[config.mk]
export PLATFORM = sky130hd
export DESIGN_NAME = ice_connect_retry_fsm_top_flat
export DESIGN_NICKNAME = d
export VERILOG_FILES = /design/src/icf_pkg.sv /design/src/icf_if.sv /design/src/icf_in_stage.sv /design/src/icf_core.sv /design/src/ice_connect_retry_fsm_top.sv /design/src/flat_wrapper.sv
export SDC_FILE = /design/constraint.sdc
export NUM_CORES = 1
export LEC_CHECK = 0
export BUFFER_PORTS_ARGS = -buffer_cell sky130_fd_sc_hd__clkbuf_2
export CAP_MARGIN = 10
export CORE_MARGIN = 2
export CORE_UTILIZATION = 50
export CTS_CLUSTER_SIZE = 16
export DETAILED_ROUTE_END_ITERATION = 10
export GPL_TIMING_DRIVEN = 1
export PLACE_DENSITY = 0.71
export SYNTH_ARGS = -nofsm -noshare
export SYNTH_HDL_FRONTEND = slang
export SYNTH_SLANG_ARGS = --single-unit
export TNS_END_PERCENT = 20
[constraint.sdc]
create_clock -name clk -period 4.4 [get_ports clk]
set_input_delay 1.1 -clock clk [delete_from_list [all_inputs] [get_ports clk]]
set_output_delay 1.1 -clock clk [all_outputs]
set_load 0.05 [all_outputs]
[src/icf_pkg.sv]
// Shared types, widths and constants of the ICE connect/retry phase machine.
package icf_pkg;

  localparam int TIME_W     = 32;
  localparam int INTERVAL_W = 16;
  localparam int RETRY_W    = 16;
  localparam int TICKS_W    = 8;
  localparam int CFG_IDX_W  = 2;
  localparam int CFG_DATA_W = 16;

  // Configuration register indexes
  localparam logic [CFG_IDX_W-1:0] CFG_RETRY_INTERVAL = 2'd0;
  localparam logic [CFG_IDX_W-1:0] CFG_MAX_RETRIES    = 2'd1;
  localparam logic [CFG_IDX_W-1:0] CFG_CONNECT_TICKS  = 2'd2;

  // Configuration reset values
  localparam logic [INTERVAL_W-1:0] RETRY_INTERVAL_RST = 16'd1000;
  localparam logic [RETRY_W-1:0]    MAX_RETRIES_RST    = 16'd5;
  localparam logic [TICKS_W-1:0]    CONNECT_TICKS_RST  = 8'd3;

  typedef enum logic [2:0] {
    PH_NEW       = 3'd0,
    PH_GATHERING = 3'd1,
    PH_CHECKING  = 3'd2,
    PH_CONNECTED = 3'd3,
    PH_FAILED    = 3'd4
  } phase_t;

  typedef enum logic [1:0] {
    CMD_START = 2'd0,
    CMD_TICK  = 2'd1,
    CMD_OFFER = 2'd2,
    CMD_CAND  = 2'd3
  } cmd_t;

  // One registered input event
  typedef struct packed {
    cmd_t              cmd;
    logic [TIME_W-1:0] now_ms;
    logic              offer_ok;
    logic              offer_has_candidates;
  } icf_item_t;

  // One result beat
  typedef struct packed {
    logic   emit_description;
    logic   emit_candidate;
    logic   connected_now;
    logic   retry_now;
    logic   failed_now;
    phase_t phase;
  } icf_result_t;

endpackage

[src/icf_if.sv]
// Valid/ready channel interfaces for event input and result output.
interface icf_in_if;
  import icf_pkg::*;

  logic              valid;
  logic              ready;
  logic [1:0]        cmd;
  logic [TIME_W-1:0] now_ms;
  logic              offer_ok;
  logic              offer_has_candidates;

  modport source (output valid, cmd, now_ms, offer_ok, offer_has_candidates, input ready);
  modport sink   (input valid, cmd, now_ms, offer_ok, offer_has_candidates, output ready);
endinterface

interface icf_out_if;
  logic       valid;
  logic       ready;
  logic       emit_description;
  logic       emit_candidate;
  logic       connected_now;
  logic       retry_now;
  logic       failed_now;
  logic [2:0] phase;

  modport source (output valid, emit_description, emit_candidate, connected_now,
                  retry_now, failed_now, phase, input ready);
  modport sink   (input valid, emit_description, emit_candidate, connected_now,
                  retry_now, failed_now, phase, output ready);
endinterface

[src/icf_in_stage.sv]
// Input register stage: captures one event beat per cycle while the core does not hold it.
module icf_in_stage (
  input  logic               clk,
  input  logic               rst,
  icf_in_if.sink             in_ch,
  output logic               item_valid,
  output icf_pkg::icf_item_t item,
  input  logic               item_ready
);
  import icf_pkg::*;

  // Stage is free when empty or when its content moves on this cycle
  assign in_ch.ready = !item_valid || item_ready;

  // Valid flag
  always_ff @(posedge clk) begin
    if (rst) begin
      item_valid <= 1'b0;
    end else if (in_ch.ready) begin
      item_valid <= in_ch.valid;
    end
  end

  // Payload capture
  always_ff @(posedge clk) begin
    if (in_ch.valid && in_ch.ready) begin
      item.cmd                  <= cmd_t'(in_ch.cmd);
      item.now_ms               <= in_ch.now_ms;
      item.offer_ok             <= in_ch.offer_ok;
      item.offer_has_candidates <= in_ch.offer_has_candidates;
    end
  end

endmodule

[src/icf_core.sv]
// Phase machine, retry/connect counters, config registers and result register.
module icf_core (
  input  logic                            clk,
  input  logic                            rst,
  input  logic                            item_valid,
  input  icf_pkg::icf_item_t              item,
  output logic                            item_ready,
  input  logic                            cfg_we,
  input  logic [icf_pkg::CFG_IDX_W-1:0]   cfg_index,
  input  logic [icf_pkg::CFG_DATA_W-1:0]  cfg_data,
  icf_out_if.source                       out_ch
);
  import icf_pkg::*;

  // Configuration
  logic [INTERVAL_W-1:0] retry_gap_ms;
  logic [RETRY_W-1:0]    retry_limit;
  logic [TICKS_W-1:0]    connect_ticks_needed;

  // Link state
  phase_t                link_phase, link_phase_next;
  logic [TIME_W-1:0]     last_time, last_time_next;
  logic [TICKS_W-1:0]    connect_count, connect_count_next;
  logic [RETRY_W-1:0]    retries_done, retries_done_next;
  logic                  answer_built, answer_built_next;
  logic                  description_set, description_set_next;
  logic                  have_remote_candidate, have_remote_candidate_next;
  logic                  description_sent, description_sent_next;
  logic                  candidate_sent, candidate_sent_next;

  // Result register
  logic                  res_valid;
  icf_result_t           result, result_next;

  logic                  advance;
  logic [TIME_W-1:0]     elapsed;
  logic                  retry_due;
  logic [TICKS_W-1:0]    count_inc;
  logic                  emit_desc;
  logic                  emit_cand;

  assign item_ready = !res_valid || out_ch.ready;
  assign advance    = item_valid && item_ready;

  // Shared datapath terms
  assign elapsed   = item.now_ms - last_time;
  assign retry_due = elapsed >= {{(TIME_W-INTERVAL_W){1'b0}}, retry_gap_ms};
  assign count_inc = (connect_count < connect_ticks_needed) ?
                     TICKS_W'(connect_count + 8'd1) : connect_count;
  assign emit_desc = answer_built && !description_sent;
  assign emit_cand = answer_built && !candidate_sent;

  // Next state and result
  always_comb begin
    link_phase_next            = link_phase;
    last_time_next             = last_time;
    connect_count_next         = connect_count;
    retries_done_next          = retries_done;
    answer_built_next          = answer_built;
    description_set_next       = description_set;
    have_remote_candidate_next = have_remote_candidate;
    description_sent_next      = description_sent;
    candidate_sent_next        = candidate_sent;
    result_next                = '0;

    if (item_valid) begin
      unique case (item.cmd)
        CMD_START: begin
          description_sent_next = 1'b0;
          candidate_sent_next   = 1'b0;
          connect_count_next    = '0;
          retries_done_next     = '0;
          link_phase_next       = PH_GATHERING;
          last_time_next        = item.now_ms;
        end
        CMD_TICK: begin
          unique case (link_phase)
            PH_GATHERING: begin
              result_next.emit_description = emit_desc;
              result_next.emit_candidate   = emit_cand;
              if (emit_desc) description_sent_next = 1'b1;
              if (emit_cand) candidate_sent_next   = 1'b1;
              link_phase_next = PH_CHECKING;
              last_time_next  = item.now_ms;
            end
            PH_CHECKING: begin
              result_next.emit_description = emit_desc;
              result_next.emit_candidate   = emit_cand;
              if (emit_desc) description_sent_next = 1'b1;
              if (emit_cand) candidate_sent_next   = 1'b1;
              if (description_set) begin
                if (have_remote_candidate) begin
                  connect_count_next = count_inc;
                  if (count_inc >= connect_ticks_needed) begin
                    link_phase_next           = PH_CONNECTED;
                    result_next.connected_now = 1'b1;
                  end
                end else if (retry_due) begin
                  last_time_next = item.now_ms;
                  if (retries_done < retry_limit) begin
                    retries_done_next     = RETRY_W'(retries_done + 16'd1);
                    result_next.retry_now = 1'b1;
                  end else begin
                    link_phase_next        = PH_FAILED;
                    result_next.failed_now = 1'b1;
                  end
                end
              end
            end
            default: ;  // new, connected, failed: tick has no effect
          endcase
        end
        CMD_OFFER: begin
          description_sent_next      = 1'b0;
          candidate_sent_next        = 1'b0;
          connect_count_next         = '0;
          retries_done_next          = '0;
          answer_built_next          = item.offer_ok;
          description_set_next       = item.offer_ok;
          have_remote_candidate_next = item.offer_has_candidates;
        end
        CMD_CAND: begin
          have_remote_candidate_next = 1'b1;
        end
      endcase
    end

    result_next.phase = link_phase_next;
  end

  // State register, updated as each event leaves the input stage
  always_ff @(posedge clk) begin
    if (rst) begin
      link_phase            <= PH_NEW;
      last_time             <= '0;
      connect_count         <= '0;
      retries_done          <= '0;
      answer_built          <= 1'b0;
      description_set       <= 1'b0;
      have_remote_candidate <= 1'b0;
      description_sent      <= 1'b0;
      candidate_sent        <= 1'b0;
    end else if (advance) begin
      link_phase            <= link_phase_next;
      last_time             <= last_time_next;
      connect_count         <= connect_count_next;
      retries_done          <= retries_done_next;
      answer_built          <= answer_built_next;
      description_set       <= description_set_next;
      have_remote_candidate <= have_remote_candidate_next;
      description_sent      <= description_sent_next;
      candidate_sent        <= candidate_sent_next;
    end
  end

  // Configuration registers
  always_ff @(posedge clk) begin
    if (rst) begin
      retry_gap_ms         <= RETRY_INTERVAL_RST;
      retry_limit          <= MAX_RETRIES_RST;
      connect_ticks_needed <= CONNECT_TICKS_RST;
    end else if (cfg_we) begin
      unique case (cfg_index)
        CFG_RETRY_INTERVAL: retry_gap_ms         <= cfg_data;
        CFG_MAX_RETRIES:    retry_limit          <= cfg_data;
        CFG_CONNECT_TICKS:  connect_ticks_needed <= cfg_data[TICKS_W-1:0];
        default: ;  // unmapped index
      endcase
    end
  end

  // Result register
  always_ff @(posedge clk) begin
    if (rst) begin
      res_valid <= 1'b0;
    end else if (item_ready) begin
      res_valid <= item_valid;
    end
  end

  always_ff @(posedge clk) begin
    if (advance) begin
      result <= result_next;
    end
  end

  // Output beat
  assign out_ch.valid            = res_valid;
  assign out_ch.emit_description = result.emit_description;
  assign out_ch.emit_candidate   = result.emit_candidate;
  assign out_ch.connected_now    = result.connected_now;
  assign out_ch.retry_now        = result.retry_now;
  assign out_ch.failed_now       = result.failed_now;
  assign out_ch.phase            = result.phase;

  // Checks
  a_one_outcome: assert property (@(posedge clk) disable iff (rst)
    res_valid |-> $countones({result.connected_now, result.retry_now,
                              result.failed_now}) <= 1)
    else $error("more than one tick outcome in one result");

  a_failed_sticky: assert property (@(posedge clk) disable iff (rst)
    (link_phase == PH_FAILED && !(advance && item.cmd == CMD_START))
      |=> link_phase == PH_FAILED)
    else $error("failed phase left without a start event");

  a_new_sticky: assert property (@(posedge clk) disable iff (rst)
    (link_phase == PH_NEW && !(advance && item.cmd == CMD_START))
      |=> link_phase == PH_NEW)
    else $error("new phase left without a start event");

  a_nontick_quiet: assert property (@(posedge clk) disable iff (rst)
    (advance && item.cmd != CMD_TICK)
      |=> {result.emit_description, result.emit_candidate, result.connected_now,
           result.retry_now, result.failed_now} == 5'b0)
    else $error("non-tick event raised a tick flag");

endmodule

[src/ice_connect_retry_fsm_top.sv]
// Top level of the ICE connect/retry phase machine.
// Takes one event beat per clock while the output is not stalled and returns exactly
// one result beat per event: an input register feeds a single pass through the phase
// logic (one 32-bit wrapping time difference and compare, small counter increments)
// into the result register. Events are applied to the link state in acceptance order;
// a stalled output holds both stages and backs up in_ch. Configuration writes
// (cfg_we/cfg_index/cfg_data) take effect the next cycle and are meant to be issued
// only while no event is in flight.
module ice_connect_retry_fsm_top (
  input  logic                            clk,
  input  logic                            rst,
  icf_in_if.sink                          in_ch,
  icf_out_if.source                       out_ch,
  input  logic                            cfg_we,
  input  logic [icf_pkg::CFG_IDX_W-1:0]   cfg_index,
  input  logic [icf_pkg::CFG_DATA_W-1:0]  cfg_data
);
  import icf_pkg::*;

  logic      item_valid;
  logic      item_ready;
  icf_item_t item;

  // Input register
  icf_in_stage u_in_stage (
    .clk        (clk),
    .rst        (rst),
    .in_ch      (in_ch),
    .item_valid (item_valid),
    .item       (item),
    .item_ready (item_ready)
  );

  // Phase logic and result register
  icf_core u_core (
    .clk        (clk),
    .rst        (rst),
    .item_valid (item_valid),
    .item       (item),
    .item_ready (item_ready),
    .cfg_we     (cfg_we),
    .cfg_index  (cfg_index),
    .cfg_data   (cfg_data),
    .out_ch     (out_ch)
  );

endmodule
[src/flat_wrapper.sv]
// flat-port wrapper written by rule: the top's interface ports become plain ports
module ice_connect_retry_fsm_top_flat import icf_pkg::*;
  (clk, rst, cfg_we, cfg_index, cfg_data, in_ch_valid, in_ch_cmd, in_ch_now_ms, in_ch_offer_ok, in_ch_offer_has_candidates, in_ch_ready, out_ch_valid, out_ch_emit_description, out_ch_emit_candidate, out_ch_connected_now, out_ch_retry_now, out_ch_failed_now, out_ch_phase, out_ch_ready);
  icf_in_if in_ch_i ();
  icf_out_if out_ch_i ();
  input  logic clk;
  input  logic rst;
  input  logic cfg_we;
  input  logic [icf_pkg::CFG_IDX_W-1:0] cfg_index;
  input  logic [icf_pkg::CFG_DATA_W-1:0] cfg_data;
  input wire logic [$bits(in_ch_i.valid)-1:0] in_ch_valid;
  input wire logic [$bits(in_ch_i.cmd)-1:0] in_ch_cmd;
  input wire logic [$bits(in_ch_i.now_ms)-1:0] in_ch_now_ms;
  input wire logic [$bits(in_ch_i.offer_ok)-1:0] in_ch_offer_ok;
  input wire logic [$bits(in_ch_i.offer_has_candidates)-1:0] in_ch_offer_has_candidates;
  output wire logic [$bits(in_ch_i.ready)-1:0] in_ch_ready;
  output wire logic [$bits(out_ch_i.valid)-1:0] out_ch_valid;
  output wire logic [$bits(out_ch_i.emit_description)-1:0] out_ch_emit_description;
  output wire logic [$bits(out_ch_i.emit_candidate)-1:0] out_ch_emit_candidate;
  output wire logic [$bits(out_ch_i.connected_now)-1:0] out_ch_connected_now;
  output wire logic [$bits(out_ch_i.retry_now)-1:0] out_ch_retry_now;
  output wire logic [$bits(out_ch_i.failed_now)-1:0] out_ch_failed_now;
  output wire logic [$bits(out_ch_i.phase)-1:0] out_ch_phase;
  input wire logic [$bits(out_ch_i.ready)-1:0] out_ch_ready;
  assign in_ch_i.valid = in_ch_valid;
  assign in_ch_i.cmd = in_ch_cmd;
  assign in_ch_i.now_ms = in_ch_now_ms;
  assign in_ch_i.offer_ok = in_ch_offer_ok;
  assign in_ch_i.offer_has_candidates = in_ch_offer_has_candidates;
  assign in_ch_ready = in_ch_i.ready;
  assign out_ch_valid = out_ch_i.valid;
  assign out_ch_emit_description = out_ch_i.emit_description;
  assign out_ch_emit_candidate = out_ch_i.emit_candidate;
  assign out_ch_connected_now = out_ch_i.connected_now;
  assign out_ch_retry_now = out_ch_i.retry_now;
  assign out_ch_failed_now = out_ch_i.failed_now;
  assign out_ch_phase = out_ch_i.phase;
  assign out_ch_i.ready = out_ch_ready;
  ice_connect_retry_fsm_top u_core (.clk(clk), .rst(rst), .in_ch(in_ch_i), .out_ch(out_ch_i), .cfg_we(cfg_we), .cfg_index(cfg_index), .cfg_data(cfg_data));
endmodule
==> impl_metrics.toml, run 1 <==
[status]
status = "finished with violations"
violations = "negative setup slack"

[grt]
grt.overflow.total = 0
grt_max_degree = 67
antenna_found_initial = 0
grt_pass1_wl_um = 38800
grt_usage_pct = 24.4
grt_pass1_vias = 7857

[yosys]
syn-instance-count = 1077
syn_nets = 1216
yosys_warnings = 0
ys_ff_latch = 149
ys_seq_area_share_pct = 37.2
synth-edff-count = 44
async_reset_ff_share_pct = 0
mappedNetlistArea_mm2 = 0.00919
synth.distinct_cells = 66
synth_ff_type = "dfxtp_1"
syn_area_per_cell_um2 = 8.54

[clock_tree]
worstSkewPairLatency_ns = 0.43
tritoncts = "yes"
ctsHoldBuffers = 0
htreeDepth = 4
clkTransAtPathRegs_ns = 0.07
cts_root_buffer = "clkbuf_16"
numCtsBuffers = 17
clockBufferDepth = 2
clock_sinks = 149

[finish]
diodes = 0
area_growth_pct = 20.7
drive_gt1_share_pct = 19.0
fin_cells = 1442
nNetsFinal = 1339

[worst_setup_path]
critPathSlowestCell = "or4b_4"
crit_type = "flop to flop"
crit_path_frequent_cell = "nand4_1"
path_max_fanout = 7
worst-path-buf-inv = 2
start_kind = "flop"
cp_top_family = "simple AND/OR/NAND/NOR gates"
arrival_ns = 5.15
max_stage_delay_ns = 0.50
crit_path_cell_trace = "inv_2 > ha_4 > fa_2 > nand2b_4 > a21oi_4 > nor2_2 > o21ai_2 > nand3_1 > nand2_1 > xor2_1 > ha_1 > nand4_1 > o22ai_2 > or4_4 > or4b_4 > a2111oi_4 > nand4_1 > o211a_1 > a31oi_4 > clkbuf_16 > or3_1 > a21oi_1"
worstPathRequired_ns = 4.72
cp-end-kind = "flop"

[route]
firstDrtPassIters = 5
ant_nets = 0
viasPerCell = 5.75
drtIter0Drc = 570
wire_per_inst_um = 16.4
wirelength_um = 23700
vias = 8294
drc = 0

[power]
p_sw_w = 0.00108
p_int_w = 0.00262
pwr-share-comb_pct = 18.7
clkPwrFrac_pct = 40.9
leakagePower_nw = 4.55
seq_power_share_pct = 40.4
peakVddDrop_mv = 0.279
p_per_area_mw_per_mm2 = 333
switching_share_pct = 29.2

[timing]
maxSlewViolCount = 0
fin_ws_ns = -0.432
finalSetupViolCount = 22
period_share_pct = 110
period_needed_ns = 4.83
maxSlewHeadroom_pct = 51.1
fin_setup_tns_ns = -6.82
fin_worst_skew_ns = 0.00796
rsz0062_at_grt = "true"
tightest_slew_ns = 0.726
hold_viol = 0
timing.fmax_mhz = 207

[place]
dp_cells = 1404
place_hpwl_um = 17500
io_buffers = 68
gp_congestion = 1.00
dp_worst_setup_slack_ns = -0.388

[die]
start_util_pct = 51.0
rows = 49
ios = 69
fp.coreArea_mm2 = 0.0180
die_area_mm2 = 0.0195
die_y_um = 140
die_w_um = 140

[flow_run]
drv_cap = 0

[worst_hold_path]
hold_path.class = "flop to flop"
layout by cell type (no fill, tap or decap), types with 23 or more instances in the layout:
cell / instances
o21ai_0: 34
a21o_1: 29
nand2_1: 114
nor2_1: 102
inv_1: 83
buf_4: 75
clkbuf_2: 67
nand3_1: 23
nand4_1: 28
ha_1: 76
dfxtp_1: 105
a21oi_1: 87
edfxtp_1: 44
mux2i_1: 48
flip-flops by register name, summed over array words and instances, names as in the netlist:
register,count
u_core.u_core.candidate_sent,1
u_core.u_core.connect_count,8
u_core.u_core.link_phase,3
u_core.u_core.out_ch.connected_now,1
u_core.u_core.retry_limit,16
u_core.u_core.have_remote_candidate,1
u_core.u_in_stage.item,36
u_core.u_core.last_time,32
u_core.u_core.retries_done,16
u_core.u_core.out_ch.emit_description,1
u_core.u_core.retry_gap_ms,16
u_core.u_core.description_set,1
u_core.u_core.connect_ticks_needed,8
u_core.u_in_stage.item_valid,1
u_core.u_core.description_sent,1
u_core.u_core.out_ch.retry_now,1
u_core.u_core.out_ch.valid,1
u_core.u_core.out_ch.failed_now,1
u_core.u_core.out_ch.phase,3
u_core.u_core.out_ch.emit_candidate,1
cell families (layout without fill, tap and decap cells):
group / after synthesis / after routing / synth area share [%]
compound gates: 272 / 273 / 19.0
xor+xnor: 24 / 24 / 2.37
fa+ha+maj: 80 / 80 / 11.0
buf+inv: 128 / 263 / 5.54
flops: 149 / 149 / 37.2
mux: 51 / 51 / 5.59
simple gates: 373 / 373 / 19.3
worst paths after layout:
kind	end	slack (ns)	from	cells past startpoint
worst max register to register	u_core.u_core.retries_done[2]	-0.43	u_core.u_in_stage.item[2]	22
worst max-delay path	u_core.u_core.retries_done[2]	-0.43	u_core.u_in_stage.item[2]	22
worst min-delay path	u_core.u_core.retry_limit[14]	0.45	u_core.u_core.retry_limit[14]	2
worst min register to register	u_core.u_core.retry_limit[14]	0.45	u_core.u_core.retry_limit[14]	2
area by class of cell:
class / instances / area, um2
clock buffer: 17 / 425
inverter: 85 / 319
tap: 229 / 287
sequential: 149 / 3420
multi-input combinational: 801 / 5490
clock inverter: 15 / 189
fill: 1562 / 6930
timing repair buffer: 146 / 968
layer usage:
| layer | routed length (um) | up-vias | GRT usage, % |
|---|---|---|---|
| li1 | - | 4121 | - |
| met1 | 10500 | 3892 | 31.2 |
| met2 | 11400 | 234 | 41.0 |
| met3 | 1220 | 47 | 5.40 |
| met4 | 572 | 0 | 8.42 |
| met5 | 0 | - | 0 |
per-stage QoR:
step	utilization, %	total power [W]	area [um2]	hold slack (ns)
6_report	61.6	0.00370	11100	0.455
5_1_grt	61.6	0.00385	11100	0.478
4_1_cts	60.6	0.00369	10900	0.457
3_5_place_dp	56.9	0.00217	10300	0.448
3_3_place_gp	56.9	0.00217	10300	0.442
2_1_floorplan	-	0.00195	9240	0.436
power by group through the flow:
| stage | Sequential (W) | Clock [W] | Combinational (W) |
|---|---|---|---|
| global placement | 0.00152 | 0 | 0.000643 |
| global route | 0.00150 | 0.00159 | 0.000760 |
| floorplan | 0.00153 | 0 | 0.000420 |
| detailed placement | 0.00152 | 0 | 0.000649 |
| finish | 0.00149 | 0.00151 | 0.000691 |
| CTS | 0.00149 | 0.00154 | 0.000661 |
timing repair:
action / 4_1_cts / 5_1_grt
resized for setup: 10 / 26
gates cloned: 0 / 2
setup buffers: 0 / 4
endpoints found under the setup margin: 54 / 57
pin swaps: 11 / 11
cell usage after synthesis (6+ instances only):
library cell / number / area, um2
a21oi_1: 100 / 500
dfxtp_1: 105 / 2100
o21ai_1: 6 / 30.0
or4_1: 7 / 52.6
clkbuf_1: 35 / 131
ha_1: 79 / 988
a211o_1: 9 / 78.8
o211ai_1: 14 / 105
and3_1: 10 / 62.6
nand4_1: 28 / 175
nor4_1: 8 / 50.1
edfxtp_1: 44 / 1320
a21o_1: 30 / 225
a31oi_1: 7 / 43.8
o21ai_0: 38 / 190
a211oi_1: 12 / 90.1
nor2_1: 103 / 387
xnor2_1: 15 / 131
nand2b_1: 15 / 93.8
nand3_1: 23 / 115
mux2i_1: 48 / 480
o21a_1: 9 / 67.6
nand2_1: 115 / 432
xor2_1: 8 / 70.1
inv_1: 84 / 315
and2_1: 7 / 43.8
nor2b_1: 8 / 50.1
nor3_1: 19 / 95.1
or3_1: 14 / 87.6
tightest hold or removal path, cell delays in order, from the launching register on:
cell and delay (ns):
dfxtp_1 0.31, nand2_1 0.05, a21oi_1 0.05
Note: power is estimated with default switching activity, not from simulation.
==> run 2: changes to the inputs <==
Settings changed: CORE_ASPECT_RATIO from default to 1.5.
==> run 2 against run 1 <==
Net effect: design area is 1.3% lower; critical endpoint is now u_core.u_core.retries_done[4]; largest power group is now sequential cells; clock power is 7% lower; the flow still finishes with violations (negative setup slack); highest routed layer unchanged; hold slack hardly changed; sequential share of layout area is 0.41 points higher; sequential power hardly changed; utilization is 0.79 points lower; die area is 0.11% higher; critical path depth stayed put.
==> impl_metrics.toml, run 2 (synthesis gave the netlist of run 1 again) <==
[route]
wirelength_um = 23800
drtIter0Drc = 534
viasPerCell = 5.83
firstDrtPassIters = 5
ant_nets = 0
wire_per_inst_um = 16.7
vias = 8338
drc = 0

[die]
fp.coreArea_mm2 = 0.0180
ios = 69
start_util_pct = 51.0
die_area_mm2 = 0.0195
die_y_um = 170
die_w_um = 115
rows = 60

[worst_hold_path]
hold_end = "u_core.u_core.retry_limit[8]"
min_delay_path_depth = 2
hold_path.class = "flop to flop"
min_from = "u_core.u_core.retry_limit[8]"

[clock_tree]
clock_sinks = 149
htreeDepth = 4
clockBufferDepth = 2
worstSkewPairLatency_ns = 0.43
tritoncts = "yes"
ctsHoldBuffers = 0
numCtsBuffers = 17
clkTransAtPathRegs_ns = 0.07
cts_root_buffer = "clkbuf_16"

[worst_setup_path]
crit_type = "flop to flop"
cp.depth = 22
r2r_slack_ns = -0.35
crit_path_frequent_cell = "nand4_1"
path_max_fanout = 15
regToRegEndpoint = "u_core.u_core.retries_done[4]"
max_stage_delay_ns = 0.51
cp_top_family = "simple AND/OR/NAND/NOR gates"
cp-end-kind = "flop"
worst-path-buf-inv = 2
start_kind = "flop"
worstPathRequired_ns = 4.71
crit_path_cell_trace = "inv_1 > ha_2 > fa_2 > nand2b_4 > a21oi_4 > nor2_2 > o21ai_2 > nand3_1 > nand2_1 > xor2_1 > ha_1 > nand4_1 > o22ai_2 > or4_1 > or4b_4 > a2111oi_4 > nand4_1 > o211a_4 > a31oi_4 > buf_12 > or3_1 > a21oi_1"
critPathSlowestCell = "or4b_4"
reg2reg_depth = 22
arrival_ns = 5.05
crit-reg2reg-launch = "u_core.u_in_stage.item[2]"

[timing]
fin_ws_ns = -0.346
period_needed_ns = 4.75
timing.fmax_mhz = 211
maxSlewHeadroom_pct = 33.3
hold_viol = 0
period_share_pct = 108
fin_worst_skew_ns = 0.00918
finalSetupViolCount = 22
tightest_slew_ns = 1.00
maxSlewViolCount = 0
rsz0062_at_grt = "true"

[finish]
drive_gt1_share_pct = 18.0
diodes = 0
nNetsFinal = 1338
fillers = 1585
final_common_cell = "nand2_1"
mostFrequentLayoutCells = "115 x nand2_1, 105 x dfxtp_1, 101 x nor2_1, 93 x a21oi_1, 84 x inv_1"
largest_reg_flops = 36
area_growth_pct = 19.1
fin_cells = 1429
largest-register = "u_core.u_in_stage.item"
regArea_mm2 = 0.00342
reg_top3 = "u_core.u_in_stage.item (36), u_core.u_core.last_time (32)"
multi_input_area_mm2 = 0.00543
final_core_util_pct = 60.8
design_area_mm2 = 0.0110

[place]
placement.cell_area_mm2 = 0.0103
dp_cells = 1396
dp_worst_setup_slack_ns = -0.367
gp_congestion = 0.983
io_buffers = 68
place_hpwl_um = 18100

[power]
p_per_area_mw_per_mm2 = 326
peakVddDrop_mv = 0.254
leakagePower_nw = 4.52

[grt]
grt_max_degree = 94
antenna_found_initial = 0
grt.overflow.total = 0
grt_pass1_wl_um = 38900
grt_pass1_vias = 8204
grt_usage_pct = 25.2

[status]
status = "finished with violations"
violations = "negative setup slack"

[flow_run]
drv_cap = 0
run 2: worst max path at each step:
stage	startpoint	endpoint	slack (ns)
3_3_place_gp	u_core.u_in_stage.item[8]	u_core.u_core.last_time[2]	-0.24
2_1_floorplan	u_core.u_in_stage.item[2]	u_core.u_core.retries_done[0]	0.007
5_1_grt	u_core.u_in_stage.item[2]	u_core.u_core.retries_done[2]	-0.55
4_1_cts	u_core.u_in_stage.item[2]	u_core.u_core.retries_done[4]	-0.33
6_report	u_core.u_in_stage.item[2]	u_core.u_core.retries_done[4]	-0.35
3_5_place_dp	u_core.u_in_stage.item[2]	u_core.u_core.retries_done[9]	-0.37
run 2: layer usage:
layer  vias to the layer above  share of wire, %  GRT usage, %
met5                         -                 0             0
met4                         0               5.3          14.2
met3                        80               3.8          3.85
met2                       232                52          46.1
met1                      3913                39          27.1
li1                       4113                 -             -
run 2: through the flow:
step                hold slack, ns  setup TNS (ns)  power, W
floorplan                    0.436               0   0.00195
global placement             0.443          -10.42   0.00216
detailed placement           0.448          -14.35   0.00218
CTS                          0.458           -5.23   0.00359
global route                 0.475          -10.88   0.00374
finish                       0.455           -5.46   0.00358
run 2: timing repair:
| action | 4_1_cts | 5_1_grt |
|---|---|---|
| gates resized for setup | 13 | 10 |
| cloned | 0 | 1 |
| setup buffers | 0 | 0 |
| endpoints found under the setup margin | 57 | 57 |
| pin swaps | 14 | 5 |
| hold endpoints to repair | 0 | 0 |
run 2: cell type report:
cell class | count | share of cell area [%]
repair buffers | 145 | 8.61
flip-flops and latches | 149 | 31.3
well taps | 217 | 2.48
clock buffers | 21 | 4.40
multi-input cells | 801 | 49.6
inverters | 85 | 2.91
clock inverters | 11 | 0.777
run 2: report_power, final:
part	switching (W)	internal [W]
Clock	0.000609	0.000795
Sequential	0.0000296	0.00147
Combinational	0.000392	0.000286
Total	0.00103	0.00255
run 2: worst reg2reg max path, stage by stage, from the launching register on:
cell and delay (ns):
edfxtp_1 0.35, inv_1 0.05, ha_2 0.19, fa_2 0.38, nand2b_4 0.16, a21oi_4 0.20, nor2_2 0.08, o21ai_2 0.14
nand3_1 0.09, nand2_1 0.08, xor2_1 0.17, ha_1 0.26, nand4_1 0.13, o22ai_2 0.10, or4_1 0.47, or4b_4 0.51
a2111oi_4 0.21, nand4_1 0.19, o211a_4 0.30, a31oi_4 0.22, buf_12 0.17, or3_1 0.11, a21oi_1 0.06
